`src/design/ftc_pkg.sv`:
```
// Shared types, constants and calendar tables of the FAT timestamp to tick count unit.
package ftc_pkg;

  localparam int unsigned YEAR_W      = 7;
  localparam int unsigned MONTH_W     = 4;
  localparam int unsigned DAY_W       = 5;
  localparam int unsigned HOUR_W      = 5;
  localparam int unsigned MINUTE_W    = 6;
  localparam int unsigned DSEC_W      = 5;
  localparam int unsigned HUND_W      = 8;
  localparam int unsigned TICKS_W     = 58;

  localparam int unsigned DAYS_W      = 18;
  localparam int unsigned SOD_W       = 17;
  localparam int unsigned MS_W        = 10;
  localparam int unsigned SECS_W      = 34;
  localparam int unsigned SECS_LO_W   = 17;
  localparam int unsigned SECS_HI_W   = SECS_W - SECS_LO_W;
  localparam int unsigned TPS_W       = 24;
  localparam int unsigned PART_W      = SECS_LO_W + TPS_W;
  localparam int unsigned MSC_W       = 24;

  localparam int unsigned DAYS_TO_1980  = 138426;
  localparam int unsigned SEC_PER_DAY   = 86400;
  localparam int unsigned TICKS_PER_SEC = 10000000;
  localparam int unsigned TICKS_PER_MS  = 10000;
  localparam int unsigned DAYS_PER_YEAR = 365;
  localparam int unsigned YEAR_2100_OFS = 120;

  typedef struct packed {
    logic                ok;
    logic [DAYS_W-1:0]   days;
    logic [SOD_W-1:0]    sod;
    logic [MS_W-1:0]     ms;
  } dec_t;

  function automatic logic [8:0] cum_days(input logic [MONTH_W-1:0] month);
    logic [8:0] d;
    case (month)
      4'd1:    d = 9'd0;
      4'd2:    d = 9'd31;
      4'd3:    d = 9'd59;
      4'd4:    d = 9'd90;
      4'd5:    d = 9'd120;
      4'd6:    d = 9'd151;
      4'd7:    d = 9'd181;
      4'd8:    d = 9'd212;
      4'd9:    d = 9'd243;
      4'd10:   d = 9'd273;
      4'd11:   d = 9'd304;
      4'd12:   d = 9'd334;
      default: d = 9'd0;
    endcase
    return d;
  endfunction

  function automatic logic [DAY_W-1:0] month_len(input logic [MONTH_W-1:0] month);
    logic [DAY_W-1:0] l;
    case (month)
      4'd2:    l = 5'd28;
      4'd4:    l = 5'd30;
      4'd6:    l = 5'd30;
      4'd9:    l = 5'd30;
      4'd11:   l = 5'd30;
      default: l = 5'd31;
    endcase
    return l;
  endfunction

endpackage

```
`src/design/ftc_decode.sv`:
```
// First pipeline stage: field checks, day count, second of day and milliseconds.
module ftc_decode (
  input  logic                          clk_i,
  input  logic                          en_i,
  input  logic [ftc_pkg::YEAR_W-1:0]    year_offset_i,
  input  logic [ftc_pkg::MONTH_W-1:0]   month_i,
  input  logic [ftc_pkg::DAY_W-1:0]     day_i,
  input  logic [ftc_pkg::HOUR_W-1:0]    hour_i,
  input  logic [ftc_pkg::MINUTE_W-1:0]  minute_i,
  input  logic [ftc_pkg::DSEC_W-1:0]    double_seconds_i,
  input  logic [ftc_pkg::HUND_W-1:0]    hundredths_i,
  output ftc_pkg::dec_t                 dec_o
);
  import ftc_pkg::*;

  logic             leap;
  logic [5:0]       leap_cnt;
  logic [1:0]       fine_q;
  logic [6:0]       fine_r;
  logic [6:0]       sec;
  logic [5:0]       sec_fix;
  logic [DAY_W:0]   len;
  logic             ok;
  logic [DAYS_W-1:0] days;
  logic [SOD_W-1:0]  sod;
  logic [MS_W-1:0]   ms;
  dec_t             dec_d;
  dec_t             dec_q;

  always_comb begin
    leap = (year_offset_i[1:0] == 2'd0) && (year_offset_i != YEAR_W'(YEAR_2100_OFS));
    leap_cnt = 6'((({1'b0, year_offset_i} + 8'd3) >> 2)
               - ((year_offset_i > YEAR_W'(YEAR_2100_OFS)) ? 8'd1 : 8'd0));

    if (hundredths_i >= 8'd200) begin
      fine_q = 2'd2;
      fine_r = 7'(hundredths_i - 8'd200);
    end else if (hundredths_i >= 8'd100) begin
      fine_q = 2'd1;
      fine_r = 7'(hundredths_i - 8'd100);
    end else begin
      fine_q = 2'd0;
      fine_r = hundredths_i[6:0];
    end
    sec = {1'b0, double_seconds_i, 1'b0} + 7'(fine_q);
    sec_fix = (sec > 7'd59) ? 6'd0 : sec[5:0];

    len = {1'b0, month_len(month_i)} + ((leap && month_i == 4'd2) ? 6'd1 : 6'd0);
    ok = (minute_i <= 6'd59) && (hour_i <= 5'd23) && (month_i >= 4'd1)
         && (month_i <= 4'd12) && (day_i >= 5'd1) && ({1'b0, day_i} <= len);

    days = DAYS_W'(DAYS_TO_1980) + DAYS_W'(year_offset_i) * DAYS_W'(DAYS_PER_YEAR)
           + DAYS_W'(leap_cnt) + DAYS_W'(cum_days(month_i))
           + ((leap && month_i > 4'd2) ? DAYS_W'(1) : DAYS_W'(0))
           + DAYS_W'(day_i) - DAYS_W'(1);
    sod = SOD_W'(hour_i) * SOD_W'(3600) + SOD_W'(minute_i) * SOD_W'(60) + SOD_W'(sec_fix);
    ms = MS_W'(fine_r) * MS_W'(10);

    dec_d.ok   = ok;
    dec_d.days = ok ? days : '0;
    dec_d.sod  = ok ? sod : '0;
    dec_d.ms   = ok ? ms : '0;
  end

  always_ff @(posedge clk_i) begin
    if (en_i) begin
      dec_q <= dec_d;
    end
  end

  assign dec_o = dec_q;

endmodule

```
`src/design/ftc_scale.sv`:
```
// Pipeline stages two to five: scaling of days and seconds into 100 ns ticks.
module ftc_scale (
  input  logic                         clk_i,
  input  logic                         en_i,
  input  ftc_pkg::dec_t                dec_i,
  output logic [ftc_pkg::TICKS_W-1:0]  ticks_o,
  output logic                         ok_o
);
  import ftc_pkg::*;

  logic [DAYS_W+SOD_W-1:0] prod;
  logic [SECS_W-1:0]       prod_q;
  logic [SOD_W-1:0]        sod_q;
  logic [MS_W-1:0]         ms2_q;
  logic                    ok2_q;

  logic [SECS_W-1:0]       secs_d;
  logic [SECS_W-1:0]       secs_q;
  logic [MS_W-1:0]         ms3_q;
  logic                    ok3_q;

  logic [PART_W-1:0]       ph_d;
  logic [PART_W-1:0]       pl_d;
  logic [MSC_W-1:0]        msc_d;
  logic [PART_W-1:0]       ph_q;
  logic [PART_W-1:0]       pl_q;
  logic [MSC_W-1:0]        msc_q;
  logic                    ok4_q;

  logic [TICKS_W-1:0]      ticks_d;
  logic [TICKS_W-1:0]      ticks_q;
  logic                    ok5_q;

  always_comb begin
    prod    = (DAYS_W+SOD_W)'(dec_i.days) * (DAYS_W+SOD_W)'(SEC_PER_DAY);
    secs_d  = prod_q + SECS_W'(sod_q);
    ph_d    = PART_W'(secs_q[SECS_W-1:SECS_LO_W]) * PART_W'(TICKS_PER_SEC);
    pl_d    = PART_W'(secs_q[SECS_LO_W-1:0]) * PART_W'(TICKS_PER_SEC);
    msc_d   = MSC_W'(ms3_q) * MSC_W'(TICKS_PER_MS);
    ticks_d = {ph_q[TICKS_W-SECS_LO_W-1:0], {SECS_LO_W{1'b0}}}
              + TICKS_W'(pl_q) + TICKS_W'(msc_q);
  end

  always_ff @(posedge clk_i) begin
    if (en_i) begin
      prod_q  <= prod[SECS_W-1:0];
      sod_q   <= dec_i.sod;
      ms2_q   <= dec_i.ms;
      ok2_q   <= dec_i.ok;
      secs_q  <= secs_d;
      ms3_q   <= ms2_q;
      ok3_q   <= ok2_q;
      ph_q    <= ph_d;
      pl_q    <= pl_d;
      msc_q   <= msc_d;
      ok4_q   <= ok3_q;
      ticks_q <= ticks_d;
      ok5_q   <= ok4_q;
    end
  end

  assign ticks_o = ticks_q;
  assign ok_o    = ok5_q;

endmodule

```
`src/design/fat_datetime_to_tick_count_unit.sv`:
```
// Top level of the FAT timestamp to 100 ns tick count conversion pipeline.
//
// The input channel takes one FAT date and time per transaction, with the
// fine count in 10 ms units, and the output channel returns the number of
// 100 ns ticks since 1601-01-01 and a flag that is set when month, day,
// hour and minute are in range; else ticks are zero and the flag is clear.
// A transaction moves when valid is high and stall is low.
// The pipeline has five register stages: field decode and day count, the
// day-to-second multiply, the second-of-day add, two partial multiplies by
// the ticks per second, and the final sum. One transaction is accepted in
// every cycle unless the output stalls; the constant multipliers set the
// stage split. Reset clears all valid bits, so the pipeline comes up empty.
// When the receiver stalls a valid result, the whole pipeline holds and the
// input stall is raised in the same cycle; bubbles do not move while the
// output is held. Nothing is lost or repeated across a stall.
module fat_datetime_to_tick_count_unit (
  input  logic                          clk_i,
  input  logic                          rst_ni,
  input  logic                          in_valid_i,
  output logic                          in_stall_o,
  input  logic [ftc_pkg::YEAR_W-1:0]    year_offset_i,
  input  logic [ftc_pkg::MONTH_W-1:0]   month_i,
  input  logic [ftc_pkg::DAY_W-1:0]     day_i,
  input  logic [ftc_pkg::HOUR_W-1:0]    hour_i,
  input  logic [ftc_pkg::MINUTE_W-1:0]  minute_i,
  input  logic [ftc_pkg::DSEC_W-1:0]    double_seconds_i,
  input  logic [ftc_pkg::HUND_W-1:0]    hundredths_i,
  output logic                          out_valid_o,
  input  logic                          out_stall_i,
  output logic [ftc_pkg::TICKS_W-1:0]   ticks_o,
  output logic                          valid_res_o
);
  import ftc_pkg::*;

  localparam int unsigned NumStages = 5;

  logic                 adv;
  logic [NumStages-1:0] v_d;
  logic [NumStages-1:0] v_q;
  dec_t                 dec;

  assign adv        = !(v_q[NumStages-1] && out_stall_i);
  assign in_stall_o = !adv;
  assign v_d        = {v_q[NumStages-2:0], in_valid_i};

  always_ff @(posedge clk_i or negedge rst_ni) begin
    if (!rst_ni) begin
      v_q <= '0;
    end else if (adv) begin
      v_q <= v_d;
    end
  end

  ftc_decode u_decode (
    .clk_i            (clk_i),
    .en_i             (adv),
    .year_offset_i    (year_offset_i),
    .month_i          (month_i),
    .day_i            (day_i),
    .hour_i           (hour_i),
    .minute_i         (minute_i),
    .double_seconds_i (double_seconds_i),
    .hundredths_i     (hundredths_i),
    .dec_o            (dec)
  );

  ftc_scale u_scale (
    .clk_i   (clk_i),
    .en_i    (adv),
    .dec_i   (dec),
    .ticks_o (ticks_o),
    .ok_o    (valid_res_o)
  );

  assign out_valid_o = v_q[NumStages-1];

  a_invalid_zero: assert property (@(posedge clk_i) disable iff (!rst_ni)
    out_valid_o && !valid_res_o |-> ticks_o == '0)
    else $error("invalid result carries nonzero ticks");

  a_valid_shift: assert property (@(posedge clk_i) disable iff (!rst_ni)
    adv |=> v_q[NumStages-1] == $past(v_q[NumStages-2]))
    else $error("valid bit lost between last two stages");

  a_hold_on_stall: assert property (@(posedge clk_i) disable iff (!rst_ni)
    out_valid_o && out_stall_i |=> $stable(v_q))
    else $error("pipeline moved while output stalled");

endmodule
```
`config.mk`:
```
export PLATFORM = sky130hd
export DESIGN_NAME = fat_datetime_to_tick_count_unit
export DESIGN_NICKNAME = d
export VERILOG_FILES = /design/src/design/ftc_pkg.sv /design/src/design/ftc_decode.sv /design/src/design/ftc_scale.sv /design/src/design/fat_datetime_to_tick_count_unit.sv
export SDC_FILE = /design/constraint.sdc
export NUM_CORES = 2
export LEC_CHECK = 0
export ABC_AREA = 0
export BUFFER_PORTS_ARGS = -buffer_cell sky130_fd_sc_hd__buf_2
export CORE_MARGIN = 5
export CORE_UTILIZATION = 65
export CTS_BUF_LIST = sky130_fd_sc_hd__clkbuf_8
export DETAILED_ROUTE_END_ITERATION = 6
export MAX_ROUTING_LAYER = met4
export PLACE_DENSITY_LB_ADDON = 0.05
export REMOVE_ABC_BUFFERS = 1
export SETUP_SLACK_MARGIN = 0.05
export SLEW_MARGIN = 10
export SYNTH_ARGS = -nofsm -noshare
export SYNTH_HDL_FRONTEND = slang
export SYNTH_SLANG_ARGS = --single-unit
```
`constraint.sdc`:
```
create_clock -name clk_i -period 17.2 [get_ports clk_i]
set_clock_uncertainty 0.1 [all_clocks]
set_input_delay 1.72 -clock clk_i [delete_from_list [all_inputs] [get_ports clk_i]]
set_output_delay 1.72 -clock clk_i [all_outputs]
set_load 0.02 [all_outputs]
```
**After elaboration in Yosys (flattened, before gate mapping)**

Memory sizes are Yosys's and may differ from the RTL's.
Index checks and enable logic that the tools add are counted.
W data, S select, Z words.

- Add/subtract/negate cells: 17
- Reductions and logical operators: 11
- Eq/ne operators: 6
- Magnitude comparators: 11
- Multipliers: 8
- Muxes and demuxes: 9

Operator list:

| cell | count |
|---|---|
| $mul A17 B17 Y34 const B | 2 |
| $add A58 B24 Y58 | 1 |
| $add A58 B41 Y58 | 1 |
| $add A34 B17 Y34 | 1 |
| $mul A18 B10 Y27 const B | 1 |
| $mul A10 B10 Y20 const B | 1 |
| $add A18 B16 Y18 const A | 1 |
| $add A18 B18 Y18 | 1 |
| $add A18 B5 Y18 | 1 |
| $add A18 B6 Y18 | 1 |
| $add A18 B9 Y18 | 1 |
| $sub A18 B1 Y18 const B | 1 |
| $add A17 B12 Y17 | 1 |
| $add A17 B6 Y17 | 1 |
| $mul A7 B9 Y16 const B | 1 |
| $mux W7 | 2 |
| $sub A7 B7 Y7 const B | 2 |
| $mul A5 B8 Y13 const B | 1 |
| $mul A6 B4 Y10 const B | 1 |
| $logic_and A1 B1 Y1 | 9 |
| $mul A7 B3 Y9 const B | 1 |
| $add A7 B2 Y8 const B | 1 |
| $eq A4 B3 Y1 const B | 2 |
| $eq A4 B4 Y1 const B | 2 |
| 22 further kinds | 25 |

- Logic and storage cells: 82
- Memories kept: 1
- ROM bits: 144
- Register bits: 299

Memory list:

| name | depth | bits a word | rd ports | clocked after memory_dff | write ports | line | source |
|---|---|---|---|---|---|---|---|
| (name not given) | 16 | 9 | 1 | 0 | 0 | ftc_pkg.sv:39 | `case (month)` |

**Logic depth before layout (Yosys ltp)**

- Depth in word-level cells: 8
- Gate-level depth with buffers: 25
- Gate-level depth less buffers: 25

**Hierarchy**

From an unflattened synthesis, not the netlist that was laid out.

- Cell total of the unflattened synthesis: 3,119
- Area total of the unflattened synthesis: 32,489.9 um^2

Modules (own cells, without submodules):

| module | sequential area each (um^2) | times used | cells each | area each (um^2) |
|---|---|---|---|---|
| ftc_scale | 7,327.0 | 1 | 2,410 | 25,456.9 |
| ftc_decode | 1,351.3 | 1 | 697 | 6,825.3 |
| fat_datetime_to_tick_count_unit | 125.1 | 1 | 12 | 207.7 |

**Worst setup path before layout**

Ideal clock, no wire load.

- Path kind: input port to output port
- Start point: in out_stall_i
- End point: out in_stall_o
- Cell stages on the path: 2
- Path slack: 6.388 ns
- Path buffers: 0
- Arrival: 8.992 ns
- Cells stage by stage: nand2_1 -> inv_1

- Word-level cells in the longest chain between the ends: 1

Ends and longest elaborated chain:

| item | line | source |
|---|---|---|
| start: declaration | fat_datetime_to_tick_count_unit.sv:29 | `input logic out_stall_i,` |
| $logic_and A1 B1 Y1 | fat_datetime_to_tick_count_unit.sv:42 | `assign adv = !(v_q[NumStages-1] && out_stall_i);` |
| end: declaration | fat_datetime_to_tick_count_unit.sv:20 | `output logic in_stall_o,` |

No other way between the ends.

**Worst setup path after layout**

- Start point: in year_offset_i[5] (netlist name)
- End point: reg u_decode.dec_q (netlist bit u_decode.dec_o[43]) (data pin)

- Word-level cells in the longest chain between the ends: 8
- Elaborated cells on any way between the ends: 20
- Those cells by class: add/sub (9); mul (1); order compare (2); eq/ne (1); mux (3); reduce/logical (4)

Ends and longest elaborated chain:

| item | line | source |
|---|---|---|
| start: declaration | fat_datetime_to_tick_count_unit.sv:21 | `input logic [ftc_pkg::YEAR_W-1:0] year_offset_i,` |
| parallel branches: the longest is 8 deep, another holds $add A18 B16 Y18 | - |  |
| end signal: assignment | ftc_decode.sv:67 | `dec_q <= dec_d;` |
| end: declaration | ftc_decode.sv:28 | `dec_t dec_q;` |

Several ways; the timed one is not identified.
A chain may end at the register's enable or synchronous reset.

==> impl_metrics.yaml <==
outcome:
  outcome: "finished clean"
synth:
  synthSimpleGateAreaFrac: 0.0653
  avgSynthCellArea_um2: 10.5
  synthCells: 3030
  synth_compound_area_frac: 0.106
  synth_xor_area_frac: 0.0556
  syn-cell-area_mm2: 0.0318
  synth_ff_type: "edfxtp_1"
  synthAdderAreaFrac: 0.413
  synth_seq_cells: 290
  synth_edf_count: 285
  async_flop_share: 0.0172
  synthDistinctLibCells: 87
  synth_top_family_by_area: "adder cells"
  ys_warn_count: 0
  muxShareOfSynthArea: 0.00472
  ys_seq_area_frac: 0.273
clock_tree:
  cts_root_buf: "clkbuf_8"
  cts_sinks: 290
  cts_buffers: 50
  htreeDepth: 2
  ctsResizeCount: 0
  clk_latency_ns: 0.64
  cts_hold_buf: 0
  cts_tree: "yes"
  path_clk_slew_ns: 0.06
  cts_max_path_buffers: 3
  cts_setup_buffers: 0
global_route:
  antenna_found_initial: 1
  globalRouteOverflowTotal: 0
  grt_max_degree: 81
  grtUsageTotal: 0.238
  grt_pass1_wl_um: 103000
  grt_pass1_vias: 22000
critical_path:
  timing.rr.end: "u_scale.pl_q[37]"
  path_buf_inv: 3
  path_delay_family: "adder cells"
  cp_slowest_stage_delay_ns: 0.52
  r2r-start: "u_scale.secs_q[13]"
  worstPathArrival_ns: 7.25
  cp-start-kind: "input pin"
  cp.depth: 25
  critPathKind: "in2reg"
  cp_slowest_cell: "fa_1"
  cpMostUsedCell: "ha_1"
  r2r_slack_ns: 10.95
  cp-startpoint: "year_offset_i[5]"
  endpoint: "u_decode.dec_o[43]"
  worstPathMaxFanout: 14
  cp-end-kind: "flip-flop"
  r2r_cells: 20
  required_ns: 17.48
timing:
  worstMarginPinSlew_ns: 0.963
  fmax_mhz: 143
  period_share: 0.405
  finalSetupViolCount: 0
  report.final.slew_viol_count: 0
  setup-tns-final_ns: 0
  period_minus_slack_ns: 6.97
  rsz0062_at_grt: "no"
  hold_violations: 0
  slew_headroom: 0.358
finish:
  final_cell_mix: "666 x inv_1, 648 x ha_1, 285 x edfxtp_1"
  area_growth_syn_to_layout_pct: 6.60
  layout.nets: 4096
  drive_gt1_frac: 0.0668
  final_common_cell: "inv_1"
  post-route-util: 0.697
routing:
  vias_per_cell: 5.49
  wl_met3_um: 2110
  routedWlPerCell_um: 15.7
  wl_met1_um: 27000
  drt_pass1_iterations: 7
  first_iter_violations: 970
  route.detailed.drc: 0
  wl_um: 60000
  top_layer: "met4"
  dr_wl_met2_um: 29700
  route.vias.total: 20900
  drtAntennaViolNets: 0
placement:
  post-dp-hpwl_um: 50300
  port_buffers: 99
  place_congestion: 0.919
floorplan:
  core.rowCount: 81
  core_mm2: 0.0486
  die_area_mm2: 0.0535
  die_y_um: 231
  initial_utilization: 0.654
  pin_count: 105
  die_width_um: 231
flow_run:
  cap_violations: 0
min_path:
  hp-class: "reg2reg"
## registers in the layout (all words and copies together) (netlist names)
signal	flops
u_scale.ms2_q	9
u_scale.ok3_q	1
u_scale.pl_q	34
v_q	5
u_scale.ok2_q	1
u_scale.ticks_o	53
u_scale.msc_q	19
u_scale.ok4_q	1
u_scale.ms3_q	9
u_scale.prod_q	27
u_scale.ok_o	1
u_scale.ph_q	34
u_scale.secs_q	34
u_scale.sod_q	17
u_decode.dec_o	45
## cell type report
class | count | area, µm²
multi-input cells | 2050 | 20500
clock inverters | 40 | 243
repair buffers | 103 | 526
diodes | 1 | 2.50
flip-flops and latches | 290 | 8680
well taps | 622 | 778
clock buffers | 50 | 688
fillers | 3749 | 14700
inverters | 657 | 2470
## Yosys cell counts, drive strengths merged (12+ instances only)
library cell	number	area [µm²]
clkbuf	31	116
o21ai	77	408
a21boi	12	93.8
nand2b	14	90.1
a21oi	161	817
xnor2	139	1220
o31ai	13	125
fa	252	5040
ha	648	8110
o211ai	14	105
nor2b	12	75.1
a31oi	15	109
nor3	27	135
edfxtp	285	8560
nand4	15	93.8
nand3	46	230
nand2	108	405
a21o	85	641
o21a	19	143
a211oi	17	153
xor2	63	552
o21bai	32	240
and2	22	138
inv	657	2470
and3	26	163
nor2	123	462
## worst min path at each step
| stage | end | cells after the start | slack (ns) | startpoint |
|---|---|---|---|---|
| after floorplan | u_scale.ms2_q[1] | 0 | 0.30 | u_decode.dec_o[1] |
| after global placement | u_scale.secs_q[3] | 0 | 0.30 | u_scale.sod_q[3] |
| after detailed placement | u_scale.sod_q[1] | 0 | 0.30 | u_decode.dec_o[11] |
| after CTS | u_scale.ticks_o[5] | 0 | 0.30 | u_scale.msc_q[5] |
| after global routing | u_scale.ticks_o[5] | 0 | 0.30 | u_scale.msc_q[5] |
| final | u_scale.ticks_o[5] | 0 | 0.30 | u_scale.msc_q[5] |
## logic make-up (layout without fill, tap and decap cells)
kind of cell	after synthesis	count (layout)
xor gates and xnor gates	202	202
other	1	6
AOI/OAI and AO/OA	499	499
and+or+nand+nor	431	431
adders and majority gates	900	900
buffers and inverters	694	850
DFF	290	290
muxes	13	13
## layer usage
| metal | global-route usage | up-vias |
|---|---|---|
| met5 | - | - |
| met4 | 0.0518 | 0 |
| met3 | 0.0281 | 98 |
| met2 | 0.412 | 354 |
| met1 | 0.306 | 10000 |
| li1 | - | 10500 |
## through the flow
step | setup slack, ns | std cells | instance area [µm²] | hold WS, ns
floorplan | 6.39 | 2997 | 31700 | 0.300
global placement | 9.78 | 3722 | 33000 | 0.302
detailed placement | 9.65 | 3722 | 33000 | 0.305
CTS | 10.32 | 3812 | 33900 | 0.298
global route | 9.84 | 3813 | 33900 | 0.304
finish | 10.23 | 3813 | 33900 | 0.305
## worst register-to-register path, cell delays in order, from the launching register on
cell and delay, ns:
edfxtp_1 0.54, ha_1 0.41, ha_1 0.30, inv_1 0.05, fa_1 0.50, inv_1 0.05
fa_1 0.46, fa_1 0.55, inv_1 0.06, fa_1 0.54, inv_1 0.04, ha_1 0.37
a21o_1 0.20, a21o_1 0.17, a21o_1 0.18, or3_1 0.32, a211oi_2 0.26, o31ai_1 0.12
a21oi_1 0.33, o21ai_0 0.17, xor2_1 0.28
Power is not shown: default switching activity piles up to over one toggle a cycle in this logic, so the estimate is an artifact.
